[src/sv/lobm_pkg.sv]
// Package for the limit order book matcher: widths, event codes, command and status types.
// Used by lobm_ctrl, lobm_datapath and limit_order_book_matcher.
package lobm_pkg;
   localparam int PriceLevels = 64;
   localparam int LevelDepth  = 16;
   localparam int MaxFills    = 62;
   localparam int TickW   = $clog2(PriceLevels);
   localparam int PosW    = $clog2(LevelDepth);
   localparam int CountW  = $clog2(LevelDepth + 1);
   localparam int FillW   = $clog2(MaxFills + 1);
   localparam int AddrW   = TickW + PosW;
   localparam int VolW    = 24;
   localparam int IdW     = 32;
   localparam int SlotW   = IdW + VolW;
   // Level table entry holds the FIFO head and count; bids and asks share one table.
   localparam int LvW     = PosW + CountW;
   localparam int LvAddrW = TickW + 1;

   localparam logic [2:0] EV_TRADE    = 3'd0;
   localparam logic [2:0] EV_RESTED   = 3'd1;
   localparam logic [2:0] EV_PARTIAL  = 3'd2;
   localparam logic [2:0] EV_RETURNED = 3'd3;
   localparam logic [2:0] EV_FULL     = 3'd4;

   // Commands from the controller to the datapath.
   typedef struct packed {
      logic load;       // capture a new request
      logic scan;       // register best level of the opposite side
      logic own;        // point the level table read at the request's own level
      logic clear;      // clear one level table entry after reset
      logic trade;      // apply the read slot, emit a trade
      logic status;     // emit the final status, resting if it applies
   } cmd_type;

   // Status from the datapath to the controller.
   typedef struct packed {
      logic zero_vol;
      logic crossable;  // registered best level exists and crosses the limit or order is market
      logic fills_max;
      logic rem_zero;
      logic clr_done;   // last level table entry is being cleared
   } stat_type;
endpackage

[src/sv/lobm_ctrl.sv]
// Controller state machine of the matcher: sequences scan, read, trade and status steps.
// Depends on lobm_pkg.
module lobm_ctrl import lobm_pkg::*; (
   input  logic     clock,
   input  logic     reset,
   input  logic     req_valid,
   output logic     req_stall,
   output logic     out_valid,
   input  logic     out_stall,
   input  stat_type st,
   output cmd_type  cmd
);
   localparam logic [2:0] S_IDLE  = 3'd0;
   localparam logic [2:0] S_SCAN  = 3'd1;
   localparam logic [2:0] S_DEC   = 3'd2;
   localparam logic [2:0] S_READ  = 3'd3;
   localparam logic [2:0] S_TRADE = 3'd4;
   localparam logic [2:0] S_STAT  = 3'd5;
   localparam logic [2:0] S_WAIT  = 3'd6;
   localparam logic [2:0] S_CLR   = 3'd7;

   logic [2:0] state_ff, state_in;

   // The output register is free when it is empty or being taken now.
   logic free;
   assign free = !out_valid || !out_stall;
   assign req_stall = (state_ff != S_IDLE);

   always_comb begin
      state_in   = state_ff;
      cmd        = '0;
      unique case (state_ff)
         S_CLR: begin
            cmd.clear = 1'b1;
            if (st.clr_done) state_in = S_IDLE;
         end
         S_IDLE: if (req_valid) begin
            cmd.load = 1'b1;
            state_in = S_SCAN;
         end
         S_SCAN: begin
            cmd.scan = 1'b1;
            state_in = S_DEC;
         end
         S_DEC: begin
            if (!st.zero_vol && st.crossable && !st.fills_max) state_in = S_READ;
            else begin
               // The own level entry is read here, ahead of the status step.
               cmd.own  = 1'b1;
               state_in = S_STAT;
            end
         end
         S_READ: state_in = S_TRADE;
         S_TRADE: if (free) begin
            cmd.trade = 1'b1;
            state_in  = S_WAIT;
         end
         S_WAIT: begin
            // Trade result is in the output register; check remainder.
            if (st.rem_zero) state_in = S_IDLE;
            else begin
               cmd.scan = 1'b1;
               state_in = S_DEC;
            end
         end
         S_STAT: begin
            cmd.own = 1'b1;
            if (free) begin
               cmd.status = 1'b1;
               state_in   = S_IDLE;
            end
         end
         default: state_in = S_IDLE;
      endcase
   end

   always_ff @(posedge clock) begin
      if (reset) begin
         state_ff  <= S_CLR;
         out_valid <= 1'b0;
      end else begin
         state_ff <= state_in;
         if (cmd.trade || cmd.status) out_valid <= 1'b1;
         else if (!out_stall) out_valid <= 1'b0;
      end
   end
endmodule

[config.mk]
export PLATFORM = sky130hd
export DESIGN_NAME = lobm_ctrl
export DESIGN_NICKNAME = d
export VERILOG_FILES = /design/src/sv/lobm_pkg.sv /design/src/sv/lobm_ctrl.sv
export SDC_FILE = /design/constraint.sdc
export NUM_CORES = 1
export LEC_CHECK = 0
export ABC_AREA = 1
export BUFFER_PORTS_ARGS = -buffer_cell sky130_fd_sc_hd__buf_2
export CORE_AREA = 8 8 45 47
export DETAILED_ROUTE_END_ITERATION = 8
export DIE_AREA = 0 0 53 55
export GPL_TIMING_DRIVEN = 0
export PLACE_DENSITY = 0.59
export SLEW_MARGIN = 20
export SYNTH_ARGS = -nofsm -noshare
export SYNTH_HDL_FRONTEND = slang
export SYNTH_SLANG_ARGS = --single-unit
export TNS_END_PERCENT = 10
[constraint.sdc]
create_clock -name clock -period 1 [get_ports clock]
set_input_delay 0.05 -clock clock [delete_from_list [all_inputs] [get_ports clock]]
set_output_delay 0.05 -clock clock [all_outputs]
set_load 0.005 [all_outputs]
# Word level (Yosys, flattened, before mapping)
# Cells that the tools add are included.
dict set report classes {
  n_reduce_logical 11
  eq_ne 12
  mux 19
}
# operator count
set op_table {}
lappend op_table {{3-bit case mux with 8 select lines} 1}
lappend op_table {{3-bit two-way mux} 5}
lappend op_table {{3-bit equality test, second input constant} 4}
lappend op_table {{1-bit two-way mux} 10}
lappend op_table {{2-bit != test, second input constant} 4}
lappend op_table {{3-bit by 2-bit equality test with 1-bit output, second input constant} 2}
lappend op_table {{1-bit logical NOT} 4}
lappend op_table {{1-bit case mux with 2 select lines} 2}
lappend op_table {{4-bit AND reduction} 1}
lappend op_table {{3-bit by 1-bit equality test with 1-bit output, second input constant} 1}
lappend op_table {{3-bit logical NOT} 1}
lappend op_table {{3-bit nonzero test} 1}
lappend op_table {{1-bit logical AND} 2}
lappend op_table {{1-bit logical OR} 2}
lappend op_table {{2-bit two-way mux} 1}
lappend op_table {{2-bit by 1-bit != test with 1-bit output, second input constant} 1}
dict set report word_totals {
  elab_cells 44
  output_inout_bits 8
  regBits 4
}

# Longest topological paths before layout
# Gate-level depths: netlist (run 1).
dict set report depth {
  ltp_word 6
  ltp_mapped 7
}

# Worst setup path before layout (run 1)
# OpenSTA, ideal clock, no wires.
dict set report synth_path {
  path_kind {reg-to-reg}
  startpoint {register state_ff[2]}
  endpoint {register state_ff[0]}
  required_ns 0.883
  path_buffers 0
  slack_ns 0.021
  stages_incl_launch_ff 8
  arrival_time_ns 0.862
  cell_sequence {dfxtp_1 inv_2 nor2_2 nand2_1 o21ai_2 nor2_2 nand2_1 nand2_1}
}
dict set report synth_via {
  elab_chain_cells 3
  elab_cells_between_ends 14
  cone_classes {eq/ne (11); mux (1); reduce/logical (2)}
}
# item line_no
set synth_rtl {}
lappend synth_rtl {{start: declaration} lobm_ctrl.sv:22} ;# logic [2:0] state_ff, state_in;
lappend synth_rtl {{start signal: assignment} lobm_ctrl.sv:82} ;# state_ff <= state_in;
lappend synth_rtl {{3-bit equality test / 3-bit logical NOT (equally long branches)} lobm_ctrl.sv:32} ;# unique case (state_ff)
lappend synth_rtl {{2-bit != test (no source line)} --}
lappend synth_rtl {{4-bit AND reduction (no source line)} --}
# Several ways; a longest one is shown, not always the timed one.
# A chain may end at the register's enable or synchronous reset.

==> impl.org, run 1 <==
** Run status
- Run status :: finished with violations
- Violations in the final reports :: negative setup slack

** Placement
- Routability congestion estimate :: about 0.72
- Half-perimeter wire length after detailed placement :: between 600 and 700 um
- OpenSTA, run right after detailed placement, puts the worst setup slack at -0.103 ns.
- Placed cell count :: 86
- Port buffering added 16 buffers.

** Synthesis
- Share of the yosys chip area belonging to registers :: 0.266
- The commonest cells after synthesis are 17 x sky130_fd_sc_hd__nand2_1, 13 x sky130_fd_sc_hd__nor2_1, 7 x sky130_fd_sc_hd__inv_1.
- The synthesized netlist contains 12 unique library cells.
- Flop and latch count out of synthesis :: 4
- The share of synthesized area in the top cell type comes to 0.266.
- When the netlist entered floorplanning its net count stood at 63.
- Top post-synthesis cells by area :: sky130_fd_sc_hd__dfxtp_1 27%, sky130_fd_sc_hd__nand2_1 21%, sky130_fd_sc_hd__nor2_1 16%
- For this run, the leading register cell type out of synthesis is sky130_fd_sc_hd__dfxtp_1.
- Number of warnings issued by yosys :: 0
- Biggest area consumer among synthesized cells :: sky130_fd_sc_hd__dfxtp_1
- In this run, synthesis inferred 0 flip-flops with an integrated enable.
- Synthesis produced 54 cells.
- Counting flops with an async set or reset pin after synthesis yields a share of 0.
- Cell with the most instances after synthesis :: sky130_fd_sc_hd__nand2_1
- Post-Syn Area per Cell :: approximately 5.6 um2
- Synth Cell Area :: 302 um2

** Finish
- Compared with the post-synthesis result, the final layout area differs by 61.8%.
- The number of antenna diodes in the final layout is 0.
- Excluding fillers, the count of instances in the completed layout stands at between 90 and 100.
- After the last flow step, the layout net total stands at just under 90.
- Filler cells :: between 150 and 200
- Of the cells placed in the final design, the portion with a size suffix greater than 1 is 0.500.

** Die
- X dimension of the die :: about 53 um
- Number of placed I/O pins :: 17
- In this run the standard cell core region covers between 0.001 and 0.0015 mm2.
- Die Y :: roughly 55 um
- The initial utilization of the core area, before any placement, comes to 0.218.
- Full die area :: 0.00292 mm2
- Row generation in the floorplan step produced 14 rows.

** Setup path
- The worst register-to-register path begins at state_ff[2].
- STA classifies the critical path endpoint as an output pin.
- Worst setup path start :: state_ff[0]
- Arrival time reported for the critical path endpoint :: 1.09 ns
- The critical path is of the flop to output pin type.
- Data on the critical path is required at its endpoint by 0.95 ns.
- Along the worst path, the maximum fanout reaches 3.
- Crit path launch type :: flop

** STA
- At the pin with the least slew margin, the transition time is approximately 0.17 ns.
- Unrepaired setup endpoints after global routing :: true
- Setup skew after layout :: 0.000488 ns
- Setup violations remaining at the end of the flow were counted as 8.
- Setup slack on the critical path of the routed design comes to -0.141 ns.
- Dividing the final minimum period by the clock period gives 1.14.
- The routed design could run at a clock period as short as approximately 1.1 ns.
- The final hold violation count came to 0.
- Final Slew Violations :: 0
- For this run, the top clock speed supported by timing is roughly 0.88 GHz.
- Max_slew headroom :: 0.886
- Setup tns final :: -0.827 ns

** Global route
- Overall track demand over capacity in global routing :: 0.0721
- Via count of the first global-routing pass :: roughly 390
- The total overflow left after global routing is 0.
- First-pass GRT wire length :: ~1500 um
- Largest net degree at the start of global routing :: 7
- The number of antenna violations at the first check in global routing is 0.

** Detailed routing
- Once detail routing completed, the nets flagged for antenna violations numbered 0.
- Violation count after the first detailed-route iteration :: 0
- DR WL/cell :: 9.83 um
- DR vias :: 396
- For this run, the detailed router's first-pass iteration total came to 1.
- Final wirelength :: roughly 900 um
- After detailed routing, the number of vias per cell comes to approximately 4.3.
- DRC violation count after routing :: 0

** Clock network
- CTS built an H-tree with a depth of 1.
- Worst-skew pair later-pin latency :: between 0.2 and 0.25 ns
- The number of hold buffers added after CTS was 0.
- The clock passes through at most 2 buffers.
- Clock tree synthesis found a total of 4 sinks.
- CTS tree :: done
- Clock-pin slew on the worst setup and hold paths :: about 0.04 ns
- Clk root buf :: sky130_fd_sc_hd__clkbuf_4
- TritonCTS Buffers :: 3

** Run
- Max-cap violations in this run came to 0.

** Worst hold path
- Hold Path Origin :: reset
- Hold WC Path Type :: input port to flop

** Power
- IR analysis of the VDD net gives a maximum drop of approximately 0.00051 V.
- Static leakage :: around 0.28 nW
- Power per unit of standard cell area :: 1730 mW/mm2
- Summing internal, switching and leakage power gives 0.845 mW.
==> registers in the layout, summed over array words and instances, names as in the netlist <==
register	count
state_ff	3
out_valid	1
==> stage by stage <==
stage | hold WS (ns) | instance area [um2] | utilization
after floorplan | 0.119 | 302 | -
after global placement | 0.276 | 402 | 0.290
after detailed placement | 0.273 | 402 | 0.290
after CTS | 0.0276 | 482 | 0.348
after global routing | 0.0360 | 488 | 0.353
final | 0.0317 | 488 | 0.353
==> power breakdown <==
group,switching [mW],internal (mW),total [mW]
Combinational,0.203,0.174,0.377
Clock,0.0618,0.134,0.196
Sequential,0.0626,0.210,0.272
Total,0.327,0.518,0.845
==> path summary, 6_finish.rpt <==
path	to	slack (ns)	depth (start not counted)
setup / recovery	cmd[3]	-0.14	6
hold / removal	out_valid	0.03	2
setup reg to reg	state_ff[1]	-0.12	8
hold reg to reg	out_valid	0.50	2
==> cells in the final DEF, fill, tap and decap left out, types with 3 or more instances in the layout <==
master                     Yosys  layout
sky130_fd_sc_hd__nor2_1       13      12
sky130_fd_sc_hd__buf_2         0      16
sky130_fd_sc_hd__nand3_1       3       3
sky130_fd_sc_hd__clkbuf_4      0       3
sky130_fd_sc_hd__dfxtp_4       0       3
sky130_fd_sc_hd__nand2_2       0       4
sky130_fd_sc_hd__nand2_1      17      13
sky130_fd_sc_hd__inv_1         7       6
==> kinds of logic after synthesis <==
| logic type | synth area share |
|---|---|
| DFF | 0.266 |
| buffers and inverters | 0.112 |
| AOI/OAI and AO/OA | 0.0664 |
| and+or+nand+nor | 0.556 |
==> cell type report <==
class	instances	area [um2]	area share
clock buffers	3	22.5	0.0462
inverters	9	38.8	0.0795
repair buffers	19	110	0.226
well taps	16	20.0	0.0410
multi-input cells	41	205	0.421
flip-flops and latches	4	91.3	0.187
==> critical path, cell delays in order, from the launching register on <==
cell and delay (ns):
sky130_fd_sc_hd__dfxtp_4 0.35, sky130_fd_sc_hd__inv_4 0.07, sky130_fd_sc_hd__nand2_2 0.06, sky130_fd_sc_hd__nor2_2 0.14
sky130_fd_sc_hd__nand2_2 0.08, sky130_fd_sc_hd__nand2_1 0.06, sky130_fd_sc_hd__buf_2 0.11
==> metal layers <==
metal | track usage | wire length (um) | vias up
li1 | - | - | 210
met2 | 0.125 | 461 | 10
met3 | 0.0160 | 38 | 2
met4 | 0.0517 | 17 | 0
met1 | 0.0758 | 386 | 174
met5 | 0 | 0 | -
==> what timing repair did <==
item | 4_1_cts | 5_1_grt
gates cloned | 0 | 0
pin swaps | 7 | 3
buffers inserted | 3 | 0
gates resized for setup | 15 | 2
setup endpoints to repair | 11 | 10
No activity file was read; power rests on OpenSTA's default activity.
==> run 2, diff against run 1 <==
==> constraint.sdc (replaced) <==
create_clock -name clock -period 1 [get_ports clock]
set_input_delay 0.15 -clock clock [delete_from_list [all_inputs] [get_ports clock]]
set_output_delay 0.15 -clock clock [all_outputs]
set_load 0.005 [all_outputs]
==> impl.org, run 2 (synthesized netlist as in run 1, its figures left out) <==
** Clock network
- # hold bufs at CTS :: 0
- The longest clock path from root to sink contains 2 buffers.
- CTS placed an instance of sky130_fd_sc_hd__clkbuf_4 at the clock tree root.
- Worst-skew pair later-pin latency :: 0.23 ns
- The clock net in this run drives a total of 4 sinks.
- Deepest level of the CTS H-tree :: 1
- Clock tree synthesis inserted a total of 3 buffers.
- TritonCTS built the clock tree.
- After clock tree synthesis, the clock-pin slew on the worst setup and hold paths is 0.04 ns.

** Setup path
- In this run the critical register-to-register path is launched from state_ff[2].
- Counting cells, the worst reg-to-reg path comes to 8.
- Crit path launch type :: flop
- STA puts the critical path data required time at roughly 0.85 ns.
- Worst setup path start :: state_ff[0]
- Reg-to-reg setup timing slack :: -0.12 ns
- The worst register-to-register path ends at state_ff[1].
- Arrival time reported for the critical path endpoint :: 1.11 ns
- The setup path with the least slack is of type flop to output pin.
- In this run the worst path has a maximum fanout of 3.
- Category of the worst setup path capture point :: output pin

** STA
- Setup repair after global routing could not meet its margin everywhere.
- The final hold violation count was 0.
- In the finished design, the share of the clock period the worst path needs comes to 1.26.
- Maximum clock frequency :: between 0.7 and 0.8 GHz
- Setup-violating endpoint count in the final report :: 10
- Final hold slack :: about 0.13 ns
- Final worst path period need :: between 1 and 1.5 ns
- Final Slew Violations :: 0
- Final setup margin :: -0.257 ns
- At the pin with the least slew margin, the transition time is 0.171 ns.
- Setup skew after layout :: 0.000464 ns
- The worst pin sits at a relative slew slack of 0.886.

** Worst hold path
- The worst hold path begins at reset.
- The tightest min-delay check is of the input port to flop type.
- Worst Hold Path Cells :: 2
- The path with the worst hold slack has its endpoint at out_valid.

** Detailed routing
- The count of nets left with antenna violations once routing finished came out at 0.
- After detailed routing, the average wire length per cell comes to a little under 10 um.
- DRC violation count after routing :: 0
- For this block, the via count after detailed routing is around 400.
- Number of vias per cell after detailed routing :: 4.29
- Final wirelength :: between 900 and 1000 um
- For this run, the detailed router's first-pass iteration total came to 1.
- Violation count after the first detailed-route iteration :: 0

** Run status
- Run status :: finished with violations
- The checks that failed: negative setup slack.

** Global route
- The via count of the first global-routing pass is between 300 and 400.
- Initial antenna violation count :: 0
- For this run, global-route usage on met2 was measured as 0.125.
- Largest net degree at the start of global routing :: 7
- Total congestion overflow :: 0
- Met1 track demand over resource in global routing :: 0.0758
- Overall track demand over capacity in global routing :: 0.0721
- The global routing stage identified its most utilized layer as met2.
- First-pass GRT wire length :: around 1500 um
- For this run, global-route usage on met3 was measured as 0.0160.

** Die
- Full die area :: slightly below 0.003 mm2
- X dimension of the die :: between 50 and 60 um
- The initialized floorplan defines 14 standard-cell rows.
- Die Y :: between 50 and 60 um
- For this configuration, the core starts out at a cell density of 0.218.
- Number of placed I/O pins :: 17
- Floorplan core area :: approximately 0.0014 mm2

** Power
- Power per unit of standard cell area :: 1730 mW/mm2
- Static leakage :: roughly 0.29 nW
- Sum of internal, switching and leakage power :: 0.856 mW
- The worst-case IR drop observed on VDD is approximately 0.00051 V.

** Finish
- Max FFs per register :: 3
- Of the cells placed in the final design, the portion with a size suffix greater than 1 is 0.519.
- Net count, final :: 88
- Commonest non-fill, non-tap cells in the layout :: 16 x sky130_fd_sc_hd__buf_2, 13 x sky130_fd_sc_hd__nand2_1, 11 x sky130_fd_sc_hd__nor2_1, 6 x sky130_fd_sc_hd__inv_1, 4 x sky130_fd_sc_hd__nand2_2
- Final core utilization :: 0.357
- Largest register by flop count :: state_ff
- Commonest non-fill, non-tap cell in the layout :: sky130_fd_sc_hd__buf_2
- Layout overhead on the synthesized area :: 63.9%
- Registers with the most flip-flops :: state_ff (3), out_valid (1)
- The repair_antennas step left the layout with diodes totalling 0.

** Placement
- The count of buffers added on input and output ports is 16.
- Detailed placement ended at an HPWL of 662 um.
- Routability-driven placement finished with a final weighted congestion of roughly 0.7.

** Run
- Max cap viols :: 0
[run 2: cell types whose count changed in the layout (fill, tap and decap cells not counted)]
cell	delta
sky130_fd_sc_hd__nor2_1	-1
sky130_fd_sc_hd__buf_6	-1
sky130_fd_sc_hd__nor2_2	+1
sky130_fd_sc_hd__buf_4	+2
[run 2: worst max-delay path by stage]
| stage | end | cells after the start |
|---|---|---|
| after floorplan | state_ff[0] | 7 |
| after global placement | cmd[1] | 5 |
| after detailed placement | cmd[1] | 5 |
| after CTS | cmd[0] | 5 |
| after global routing | cmd[3] | 6 |
| final | cmd[3] | 6 |
[run 2: per-layer routing]
metal,share of wire,wire (um),vias up
li1,-,-,210
met1,0.42,385,177
met2,0.52,481,10
met3,0.041,38,2
met4,0.018,17,0
met5,0,0,-
[run 2: per-stage QoR]
step / instances / cell area, um2 / setup TNS [ns] / worst slack (ns)
after floorplan: 54 / 302 / 0 / 0.0210
after global placement: 86 / 402 / -0.583 / -0.110
after detailed placement: 86 / 402 / -0.693 / -0.126
after CTS: 92 / 482 / -1.44 / -0.228
after global routing: 93 / 494 / -2.20 / -0.302
final: 93 / 494 / -1.43 / -0.257
[run 2: critical path, cell delays in order (launching register included)]
cell and delay [ns]:
sky130_fd_sc_hd__dfxtp_4 0.35, sky130_fd_sc_hd__inv_4 0.07, sky130_fd_sc_hd__nand2_2 0.06, sky130_fd_sc_hd__nor2_2 0.14, sky130_fd_sc_hd__nand2_2 0.08, sky130_fd_sc_hd__nand2_1 0.07
sky130_fd_sc_hd__buf_2 0.11
[run 2: timing repair]
| item | CTS | global route |
|---|---|---|
| pin swaps | 7 | 4 |
| buffers inserted | 3 | 1 |
| endpoints found under the setup margin | 11 | 11 |
| resized for setup | 15 | 2 |
[run 2: layout make-up]
class / instances / area [um2]
fillers: 158 / 890
multi-input cells: 41 / 208
repair buffers: 20 / 114
flip-flops and latches: 4 / 91.3
inverters: 9 / 38.8
clock buffers: 3 / 22.5
well taps: 16 / 20.0
[run 2: report_power, final]
part / switching (mW) / internal (mW) / total (mW) / leakage, nW
registers: 0.0629 / 0.210 / 0.272 / 0.0341
clock network: 0.0617 / 0.134 / 0.196 / 0.0138
logic: 0.207 / 0.181 / 0.388 / 0.239
total: 0.332 / 0.524 / 0.856 / 0.287
